$ cat src/sv/pvc_pkg.sv
// Package for the plane volume classify unit: types, codes and widths shared
// by all pipeline stages. Depends on nothing.
package pvc_pkg;

  // Widths of the fixed-point operands.
  localparam int unsigned COORD_W   = 32;
  localparam int unsigned NORMAL_W  = 16;
  localparam int unsigned RADIUS_W  = 31;
  localparam int unsigned FRAC_ALIGN = 14;
  localparam int unsigned PROD_W    = NORMAL_W + COORD_W;
  localparam int unsigned ACC_W     = PROD_W + 3;
  localparam int unsigned CFG_INDEX_W = 4;
  localparam int unsigned CFG_DATA_W  = 32;

  // Configuration register indexes.
  localparam logic [CFG_INDEX_W-1:0] REG_NORMAL_X     = 4'd0;
  localparam logic [CFG_INDEX_W-1:0] REG_NORMAL_Y     = 4'd1;
  localparam logic [CFG_INDEX_W-1:0] REG_NORMAL_Z     = 4'd2;
  localparam logic [CFG_INDEX_W-1:0] REG_PLANE_OFFSET = 4'd3;

  // Volume kinds.
  localparam logic KIND_BOX    = 1'b0;
  localparam logic KIND_SPHERE = 1'b1;

  // Classification result codes.
  typedef enum logic [1:0] {
    SIDE_FRONT = 2'd0,
    SIDE_BACK  = 2'd1,
    SIDE_CROSS = 2'd2
  } side_t;

  // Plane held in the configuration registers.
  typedef struct packed {
    logic signed [NORMAL_W-1:0] normal_x;
    logic signed [NORMAL_W-1:0] normal_y;
    logic signed [NORMAL_W-1:0] normal_z;
    logic signed [COORD_W-1:0]  plane_offset;
  } plane_t;

  // After corner selection: the point for the low distance and the far corner.
  typedef struct packed {
    logic                       kind;
    logic signed [COORD_W-1:0]  near_x;
    logic signed [COORD_W-1:0]  near_y;
    logic signed [COORD_W-1:0]  near_z;
    logic signed [COORD_W-1:0]  far_x;
    logic signed [COORD_W-1:0]  far_y;
    logic signed [COORD_W-1:0]  far_z;
    logic [RADIUS_W-1:0]        radius;
  } corner_t;

  // Per-axis products.
  typedef struct packed {
    logic                       kind;
    logic signed [PROD_W-1:0]   near_px;
    logic signed [PROD_W-1:0]   near_py;
    logic signed [PROD_W-1:0]   near_pz;
    logic signed [PROD_W-1:0]   far_px;
    logic signed [PROD_W-1:0]   far_py;
    logic signed [PROD_W-1:0]   far_pz;
    logic [RADIUS_W-1:0]        radius;
  } product_t;

  // Signed distances, aligned to Q.30.
  typedef struct packed {
    logic                       kind;
    logic signed [ACC_W-1:0]    near_dist;
    logic signed [ACC_W-1:0]    far_dist;
    logic signed [ACC_W-1:0]    radius_scaled;
  } dist_t;

endpackage

$ cat src/sv/pvc_decide.sv
// Last pipeline stage: compares the distances and holds the result in the
// output register. Depends on pvc_pkg.
module pvc_decide (
  input  logic                 clk,
  input  logic                 rst,
  input  logic                 in_valid,
  output logic                 in_ready,
  input  pvc_pkg::dist_t       in_data,
  output logic                 out_valid,
  input  logic                 out_ready,
  output pvc_pkg::side_t       out_side
);

  logic           valid;
  pvc_pkg::side_t side;
  pvc_pkg::side_t side_next;

  assign in_ready  = !valid || out_ready;
  assign out_valid = valid;
  assign out_side  = side;

  // Box: near corner in front, or far corner behind. Sphere: distance
  // against plus and minus the radius.
  always_comb begin
    if (in_data.kind == pvc_pkg::KIND_SPHERE) begin
      if (in_data.near_dist > in_data.radius_scaled) begin
        side_next = pvc_pkg::SIDE_FRONT;
      end else if (in_data.near_dist < -in_data.radius_scaled) begin
        side_next = pvc_pkg::SIDE_BACK;
      end else begin
        side_next = pvc_pkg::SIDE_CROSS;
      end
    end else begin
      if (in_data.near_dist > 0) begin
        side_next = pvc_pkg::SIDE_FRONT;
      end else if (in_data.far_dist < 0) begin
        side_next = pvc_pkg::SIDE_BACK;
      end else begin
        side_next = pvc_pkg::SIDE_CROSS;
      end
    end
  end

  // Output register.
  always_ff @(posedge clk) begin
    if (rst) begin
      valid <= 1'b0;
    end else if (in_ready) begin
      valid <= in_valid;
    end
    if (in_ready && in_valid) begin
      side <= side_next;
    end
  end

endmodule

$ cat config.mk
export PLATFORM = sky130hd
export DESIGN_NAME = pvc_decide
export DESIGN_NICKNAME = d
export VERILOG_FILES = /design/src/sv/pvc_pkg.sv /design/src/sv/pvc_decide.sv
export SDC_FILE = /design/constraint.sdc
export NUM_CORES = 1
export LEC_CHECK = 0
export ABC_AREA = 1
export BUFFER_PORTS_ARGS = -buffer_cell sky130_fd_sc_hd__buf_2
export CELL_PAD_IN_SITES_DETAIL_PLACEMENT = 1
export CELL_PAD_IN_SITES_GLOBAL_PLACEMENT = 1
export CORE_UTILIZATION = 34
export CTS_CLUSTER_SIZE = 16
export DETAILED_ROUTE_END_ITERATION = 6
export GPL_TIMING_DRIVEN = 0
export PLACE_DENSITY = 0.84
export SYNTH_ARGS = -nofsm -noshare
export SYNTH_HDL_FRONTEND = slang
export SYNTH_SLANG_ARGS = --single-unit
export TNS_END_PERCENT = 30
$ cat constraint.sdc
create_clock -name clk -period 5 [get_ports clk]
set_clock_uncertainty 0.1 [all_clocks]
set_input_delay 1 -clock clk [delete_from_list [all_inputs] [get_ports clk]]
set_output_delay 1 -clock clk [all_outputs]
set_load 0.02 [all_outputs]
==> impl_metrics.tcl <==
set metrics [dict create \
    wirelength_um 13880 \
    mostFrequentLayoutCells "nand2_1 (168), buf_2 (111), inv_1 (110), ha_1 (102), nor2_1 (94)" \
    clk_latency_ns 0.22 \
    die_h_um 112.9 \
    swShare_pct 46.07 \
    grt_max_degree 11 \
    synth-seq-cells 3 \
    cts_hold_buf 0 \
    cp_max_fo 3 \
    io_buffer_count 111 \
    worstPathArrival_ns 4.41 \
    h-tree-depth 1 \
    syn-cell-area_mm2 0.004179 \
    slew_headroom_pct 63.66 \
    grt-ovfl-total 0 \
    syn_area_per_cell_um2 5.987 \
    grt_pass1_wl_um 22620 \
    vias 4918 \
    period_needed_ns 4.536 \
    synth-edff-count 2 \
    max_freq_ghz 0.2205 \
    core-area_mm2 0.01201 \
    vias_per_cell 5.123 \
    required_ns 4.87 \
    finalSetupViolCount 0 \
    cp-start-kind "input pin" \
    seq_area_frac_synth_pct 1.916 \
    cts_resized 0 \
    static-leakage-power_nw 2.833 \
    gp_congestion 0.8695 \
    path_class "in -> reg" \
    drc_errors 0 \
    drv_cap 0 \
    clock_path_buffers 2 \
    dp_hpwl_um 12770 \
    layout-drive-gt1-share_pct 17.10 \
    ys_types 32 \
    power_frac_clock_pct 25.3 \
    rsz0062_at_grt "no" \
    finalHoldViolCount 0 \
    power.density_mw_per_mm2 100.3 \
    synth.top_cell.area_share_pct 30.54 \
    yosys_warnings 0 \
    p_int_mw 0.2704 \
    nets 1074 \
    pwr-share-comb_pct 68.7 \
    cts_buffers 3 \
    cts_setup_buffers 0 \
    status "finished, final reports clean" \
    clk_pin_slew_ns 0.03 \
    final.setup.tns_ns 0 \
    power_mw 0.5013 \
    seq_power_share_pct 6.0 \
    holdWs_ns 0.3965 \
    slew_viol_final 0 \
    wire_per_inst_um 14.46 \
    min_period_over_period_pct 90.72 \
    start_util_pct 34.79 \
    ir_worst_vdd_mv 0.07352 \
    p_switching_mw 0.2309 \
    ys_async_sr_fraction_pct 0 \
    critPathCaptureType "flip-flop" \
    antenna_found_initial 0 \
    fp.dieW_um 112.9 \
    drtPass1Iterations 4 \
    ys_top_cells_by_area "ha_1 (31%), nand2_1 (15%), inv_1 (9.9%)" \
    die_area_mm2 0.01274 \
    worst_pin_slew_ns 0.5401 \
    rows 40 \
    cts_sinks 3 \
    yosys.area.top_type "ha_1" \
    diodes 0 \
    drt_iter0_drc 163 \
    fillerInstances 1722 \
    synth_ff_type "edfxtp_1" \
    final_common_cell "nand2_1" \
    grt_pass1_vias 5031 \
    area_growth_syn_to_layout_pct 19.58 \
    ant_nets 0 \
    hp-class "reg -> reg" \
    grt_util_all_layers_pct 21.82 \
    root_buffer "clkbuf_16" \
    cts_tree "yes" \
    synth_fp_nets 958 \
    ios 162 \
    synthCells 698 \
]
-- synth_stat cells, types with 4 or more instances --
cell type  instances
a21o_1             4
a21oi_1           46
ha_1             102
inv_1            110
nand2_1          168
nand2_2            5
nand3_1           38
nand3_2            4
nand4_1           25
nor2_1            94
nor2_2             4
nor3_1            13
nor3_2             4
nor4_1             8
o21ai_0           13
xor2_1            38
-- layer usage --
layer  global-route usage [%]  routed length (µm)  vias to the layer above
li1                         -                   -                     2535
met1                    26.59                6444                     2272
met2                    42.76                6906                       93
met3                   0.6963                 327                       18
met4                    3.772                 204                        0
met5                        0                   0                        -
-- layout make-up --
| cell class | instances | area (µm²) | area share (%) |
|---|---|---|---|
| Tap cell | 147 | 183.9 | 3.681 |
| Inverter | 112 | 420.4 | 8.413 |
| Timing Repair Buffer | 111 | 555.5 | 11.12 |
| Clock buffer | 4 | 78.83 | 1.577 |
| Multi-Input combinational cell | 583 | 3679 | 73.61 |
| Sequential cell | 3 | 80.08 | 1.602 |
-- cells by family after synthesis --
family,share of synthesized area [%]
simple gates,41.05
compound gates,8.473
fa+ha+maj,30.54
buf+inv,10.06
xor+xnor,7.964
flops,1.916
-- registers in the layout (all words and copies together), names as in the netlist --
signal,flops
out_side,2
out_valid,1
-- stage by stage --
step                      setup WS [ns]  utilization, %  cells  cell area (µm²)
after floorplan                   1.074               -    698             4179
after global placement           0.2578           40.95    956             4918
after detailed placement         0.2115           40.95    956             4918
after CTS                        0.4086           41.60    960             4997
after global routing             0.1214           41.60    960             4997
final                            0.4639           41.60    960             4997
-- worst max-delay path: stages --
cell and delay, ns:
buf_2 0.11, inv_1 0.08, ha_1 0.22, inv_2 0.07, nor3_2 0.22, nand4_1 0.27, inv_1 0.19, nand4_2 0.16
nor2_2 0.19, nand2_1 0.11, nor2_2 0.19, nand2_1 0.12, xor2_1 0.16, ha_1 0.30, nand2_1 0.06, nor2_1 0.08
nand2_1 0.07, nor2_1 0.20, nor2b_1 0.16, nand2_1 0.10, nand3_1 0.11, nand2_1 0.06, nand2_1 0.05, nor2_1 0.04
nand2_1 0.05, nand2_1 0.05
-- power groups by stage --
stage	clock, mW	combinational, mW	sequential (mW)
after floorplan	0	0.205	0.0332
after global placement	0	0.330	0.0302
after detailed placement	0	0.344	0.0303
after CTS	0.128	0.346	0.0300
after global routing	0.130	0.396	0.0303
final	0.127	0.344	0.0300
-- path summary, 6_finish.rpt --
kind                    from           to  slack, ns  cells after the start
setup / recovery  in_data[1]  out_side[1]       0.46                     26
hold / removal     out_valid    out_valid       0.40                      2
setup reg to reg   out_valid  out_side[1]       4.04                      1
hold reg to reg    out_valid    out_valid       0.40                      2
No activity file was read; power rests on OpenSTA's default activity.
