$ cat src/sv/pvc_pkg.sv
// Package for the plane volume classify unit: types, codes and widths shared
// by all pipeline stages. Depends on nothing.
package pvc_pkg;

  // Widths of the fixed-point operands.
  localparam int unsigned COORD_W   = 32;
  localparam int unsigned NORMAL_W  = 16;
  localparam int unsigned RADIUS_W  = 31;
  localparam int unsigned FRAC_ALIGN = 14;
  localparam int unsigned PROD_W    = NORMAL_W + COORD_W;
  localparam int unsigned ACC_W     = PROD_W + 3;
  localparam int unsigned CFG_INDEX_W = 4;
  localparam int unsigned CFG_DATA_W  = 32;

  // Configuration register indexes.
  localparam logic [CFG_INDEX_W-1:0] REG_NORMAL_X     = 4'd0;
  localparam logic [CFG_INDEX_W-1:0] REG_NORMAL_Y     = 4'd1;
  localparam logic [CFG_INDEX_W-1:0] REG_NORMAL_Z     = 4'd2;
  localparam logic [CFG_INDEX_W-1:0] REG_PLANE_OFFSET = 4'd3;

  // Volume kinds.
  localparam logic KIND_BOX    = 1'b0;
  localparam logic KIND_SPHERE = 1'b1;

  // Classification result codes.
  typedef enum logic [1:0] {
    SIDE_FRONT = 2'd0,
    SIDE_BACK  = 2'd1,
    SIDE_CROSS = 2'd2
  } side_t;

  // Plane held in the configuration registers.
  typedef struct packed {
    logic signed [NORMAL_W-1:0] normal_x;
    logic signed [NORMAL_W-1:0] normal_y;
    logic signed [NORMAL_W-1:0] normal_z;
    logic signed [COORD_W-1:0]  plane_offset;
  } plane_t;

  // After corner selection: the point for the low distance and the far corner.
  typedef struct packed {
    logic                       kind;
    logic signed [COORD_W-1:0]  near_x;
    logic signed [COORD_W-1:0]  near_y;
    logic signed [COORD_W-1:0]  near_z;
    logic signed [COORD_W-1:0]  far_x;
    logic signed [COORD_W-1:0]  far_y;
    logic signed [COORD_W-1:0]  far_z;
    logic [RADIUS_W-1:0]        radius;
  } corner_t;

  // Per-axis products.
  typedef struct packed {
    logic                       kind;
    logic signed [PROD_W-1:0]   near_px;
    logic signed [PROD_W-1:0]   near_py;
    logic signed [PROD_W-1:0]   near_pz;
    logic signed [PROD_W-1:0]   far_px;
    logic signed [PROD_W-1:0]   far_py;
    logic signed [PROD_W-1:0]   far_pz;
    logic [RADIUS_W-1:0]        radius;
  } product_t;

  // Signed distances, aligned to Q.30.
  typedef struct packed {
    logic                       kind;
    logic signed [ACC_W-1:0]    near_dist;
    logic signed [ACC_W-1:0]    far_dist;
    logic signed [ACC_W-1:0]    radius_scaled;
  } dist_t;

endpackage

$ cat src/sv/pvc_select.sv
// First pipeline stage: picks the near and far box corners from the normal
// signs, or the sphere center. Depends on pvc_pkg.
module pvc_select (
  input  logic                 clk,
  input  logic                 rst,
  input  pvc_pkg::plane_t      plane,
  input  logic                 in_valid,
  output logic                 in_ready,
  input  logic                 kind,
  input  logic signed [31:0]   box_min_x,
  input  logic signed [31:0]   box_min_y,
  input  logic signed [31:0]   box_min_z,
  input  logic signed [31:0]   box_max_x,
  input  logic signed [31:0]   box_max_y,
  input  logic signed [31:0]   box_max_z,
  input  logic signed [31:0]   center_x,
  input  logic signed [31:0]   center_y,
  input  logic signed [31:0]   center_z,
  input  logic [30:0]          sphere_radius,
  output logic                 out_valid,
  input  logic                 out_ready,
  output pvc_pkg::corner_t     out_data
);

  logic             valid;
  pvc_pkg::corner_t data;
  pvc_pkg::corner_t data_next;
  logic             pos_x;
  logic             pos_y;
  logic             pos_z;

  assign in_ready  = !valid || out_ready;
  assign out_valid = valid;
  assign out_data  = data;

  // A zero component counts as non-negative, so min is the near corner.
  always_comb begin
    pos_x = !plane.normal_x[pvc_pkg::NORMAL_W-1];
    pos_y = !plane.normal_y[pvc_pkg::NORMAL_W-1];
    pos_z = !plane.normal_z[pvc_pkg::NORMAL_W-1];
    data_next.kind   = kind;
    data_next.radius = sphere_radius;
    data_next.far_x  = pos_x ? box_max_x : box_min_x;
    data_next.far_y  = pos_y ? box_max_y : box_min_y;
    data_next.far_z  = pos_z ? box_max_z : box_min_z;
    if (kind == pvc_pkg::KIND_SPHERE) begin
      data_next.near_x = center_x;
      data_next.near_y = center_y;
      data_next.near_z = center_z;
    end else begin
      data_next.near_x = pos_x ? box_min_x : box_max_x;
      data_next.near_y = pos_y ? box_min_y : box_max_y;
      data_next.near_z = pos_z ? box_min_z : box_max_z;
    end
  end

  // Stage register; it moves whenever the next stage has room.
  always_ff @(posedge clk) begin
    if (rst) begin
      valid <= 1'b0;
    end else if (in_ready) begin
      valid <= in_valid;
    end
    if (in_ready && in_valid) begin
      data <= data_next;
    end
  end

endmodule

$ cat config.mk
export PLATFORM = sky130hd
export DESIGN_NAME = pvc_select
export DESIGN_NICKNAME = d
export VERILOG_FILES = /design/src/sv/pvc_pkg.sv /design/src/sv/pvc_select.sv
export SDC_FILE = /design/constraint.sdc
export NUM_CORES = 1
export LEC_CHECK = 0
export BUFFER_PORTS_ARGS = -buffer_cell sky130_fd_sc_hd__clkbuf_2
export CORE_AREA = 3 3 244 246
export DETAILED_ROUTE_END_ITERATION = 10
export DIE_AREA = 0 0 247 249
export PLACE_DENSITY = 0.49
export SLEW_MARGIN = 40
export SYNTH_ARGS = -nofsm -noshare
export SYNTH_HDL_FRONTEND = slang
export SYNTH_SLANG_ARGS = --single-unit
export TNS_END_PERCENT = 50
$ cat constraint.sdc
create_clock -name clk -period 9.4 [get_ports clk]
set_input_delay 1.88 -clock clk [delete_from_list [all_inputs] [get_ports clk]]
set_output_delay 1.88 -clock clk [all_outputs]
set_load 0.01 [all_outputs]
==> flow_summary.toml <==
[yosys]
synth-simple-area-share = 0.0358
synth_top_area_cell = "edfxtp_1"
synth_top_family_by_area = "multiplexers"
syn_nets = 1059
synth_common_cells = "edfxtp_1, mux2i_1, nand2_1, o21ai_1, mux2_4"
synthMuxAreaShare = 0.226
yosysTopAreaCellShare = 0.646
yosys_warnings = 0
synth_area_um2 = 10400
async_flop_share = 0
synth_area_leaders = "edfxtp_1, mux2_4, mux2i_1, o21ai_1, nand2_1"
syn_area_per_cell_um2 = 15.9
synth-xor-area-share = 0
synth.distinct_cells = 15
synth_cells = 655
ys_ff_latch = 225
synth_fa_ha_area_frac = 0
ys_seq_area_frac = 0.648
synth-edff-count = 224
synth_ff_type = "edfxtp_1"
yosysMostFrequentCell = "edfxtp_1"
synth_compound_area_frac = 0.0466

[status]
run_status = "completed"

[critical_path]
crit_fanout = 3
worstPathRequired_ps = 7520
max_stage_delay_ps = 160
end_kind = "output pin"
crit_top_cell = "clkbuf_2"
arrival_ps = 2260
crit_chain = "clkbuf_2 -> nand2b_1 -> clkbuf_2"
crit_type = "input pin to output pin"
worst_setup_path_start_kind = "input pin"
slowest_stage = "nand2b_1"

[placed_design]
dp_slack_ps = 5260
place_congestion = 0.806
hpwl_um = 25300
dp_cells = 1936
port_buffers = 552

[power]
power_mw = 2.52
p_leak_nw = 6.57
ir_drop_mv = 0.106
cellPowerDensity_nw_per_um2 = 173

[drt]
dr_total_vias = 7459
drc = 0
drtAntennaViolNets = 0
avgViaCountPerCell = 3.76
totalWireLength_um = 32800
drt_iter0_drc = 284
firstDrtPassIters = 4
wl_per_cell_um = 16.5

[global_routing]
grt_pass1_wl_um = 47300
antenna_found_initial = 4
grt_overflow_total = 0
grt_start_max_net_pins = 118
grt_pass1_vias = 7806
track_usage = 0.0996

[min_path]
hp-class = "flip-flop to flip-flop"

[floorplan]
core_um2 = 57600
die_height_um = 249
fp.dieW_um = 247
dieArea_um2 = 61500
rows = 88
ios = 630
start_util = 0.181

[layout]
stdcell_count = 1985
areaGrowthSynthToFinish_pct = 39.8
drive_gt1_frac = 0.568
post-route-util = 0.253
nNetsFinal = 1603

[clock_tree]
ctsResizeCount = 0
clk_pin_slew_worst_paths_ps = 60
hold_buffers = 0
clkLatencyLatePin_ps = 540
cts_tree = "yes"
cts_root_buffer = "clkbuf_16"
cts_buffers = 26
cts_sinks = 225
post-cts-setup-buffers = 0
cts.htree.levels = 1
cts_buffer_depth = 3

[timing]
clock.fmax_mhz = 241
period_share = 0.441
timing.final.ws_setup_ps = 5260
relSlewSlack = 0.454
clock-skew-final_ps = 3.98
tightest_slew_ps = 819
rsz0062_at_grt = "no"
hold_viol_final = 0
tns_ps = 0
period_needed_ps = 4140
drv_slew = 0
finalSetupViolCount = 0

[run]
cap_violations = 0
==> area by class of cell <==
| class | count | area (um^2) |
|---|---|---|
| fillers | 6122 | 43000 |
| flip-flops and latches | 225 | 6750 |
| multi-input cells | 387 | 3220 |
| repair buffers | 558 | 2860 |
| well taps | 765 | 957 |
| clock buffers | 30 | 687 |
| clock inverters | 18 | 82.6 |
| inverters | 1 | 3.75 |
| diodes | 1 | 2.50 |
==> path summary, 6_finish.rpt <==
check,from,endpoint,slack (ps),depth (start not counted)
max reg2reg,out_valid,out_data[83],7250,3
max,out_ready,in_ready,5260,3
min,out_valid,out_valid,530,2
min reg2reg,out_valid,out_valid,530,2
==> cell families after synthesis <==
group                  count (synthesis)
AOI/OAI and AO/OA                     97
buffers and inverters                 43
DFF                                  225
muxes                                192
and+or+nand+nor                       98
==> layer usage <==
metal  GRT usage  vias to the layer above  wire length, um
met3      0.0264                       50             2860
met5           0                        -               27
met1       0.108                     3516            12100
met4      0.0347                        4              899
met2       0.185                      320            16900
li1            -                     3569                -
==> sequential cells by signal, indices dropped and copies added (netlist names) <==
register,flops
out_data,224
out_valid,1
==> critical path, delay by kind of cell <==
| family | cells | cell delay, ps |
|---|---|---|
| and+or+nand+nor | 1 | 160 |
| buffers and inverters | 2 | 220 |
==> where the power goes <==
part | leakage, nW | switching [mW] | internal, mW | total, mW
combinational | 4.00 | 0.195 | 0.174 | 0.370
clock | 0.384 | 0.415 | 0.519 | 0.934
sequential | 2.19 | 0.0195 | 1.20 | 1.21
total | 6.57 | 0.630 | 1.89 | 2.52
==> through the flow <==
step                hold slack, ps  instance area [um^2]
finish                         527                 14600
global route                   573                 14600
CTS                            534                 14500
detailed placement             525                 13800
global placement               510                 13800
floorplan                      593                 10400
==> layout by cell type, fill, tap and decap left out <==
cell type / netlist / routed
clkbuf_1: 1 / 3
clkbuf_16: 0 / 27
clkinv_1: 0 / 8
nand2_1: 96 / 96
diode_2: 0 / 1
mux2_4: 84 / 84
clkbuf_2: 0 / 548
buf_6: 9 / 4
dfxtp_1: 1 / 1
nand2b_1: 1 / 1
clkinv_2: 0 / 9
a21oi_1: 1 / 1
edfxtp_1: 224 / 224
mux2_2: 12 / 12
o21ai_1: 96 / 96
buf_4: 0 / 4
and2_4: 0 / 1
buf_12: 12 / 2
mux2i_1: 96 / 96
clkinvlp_4: 0 / 1
inv_1: 1 / 1
Power figures use the tool's default switching activity.
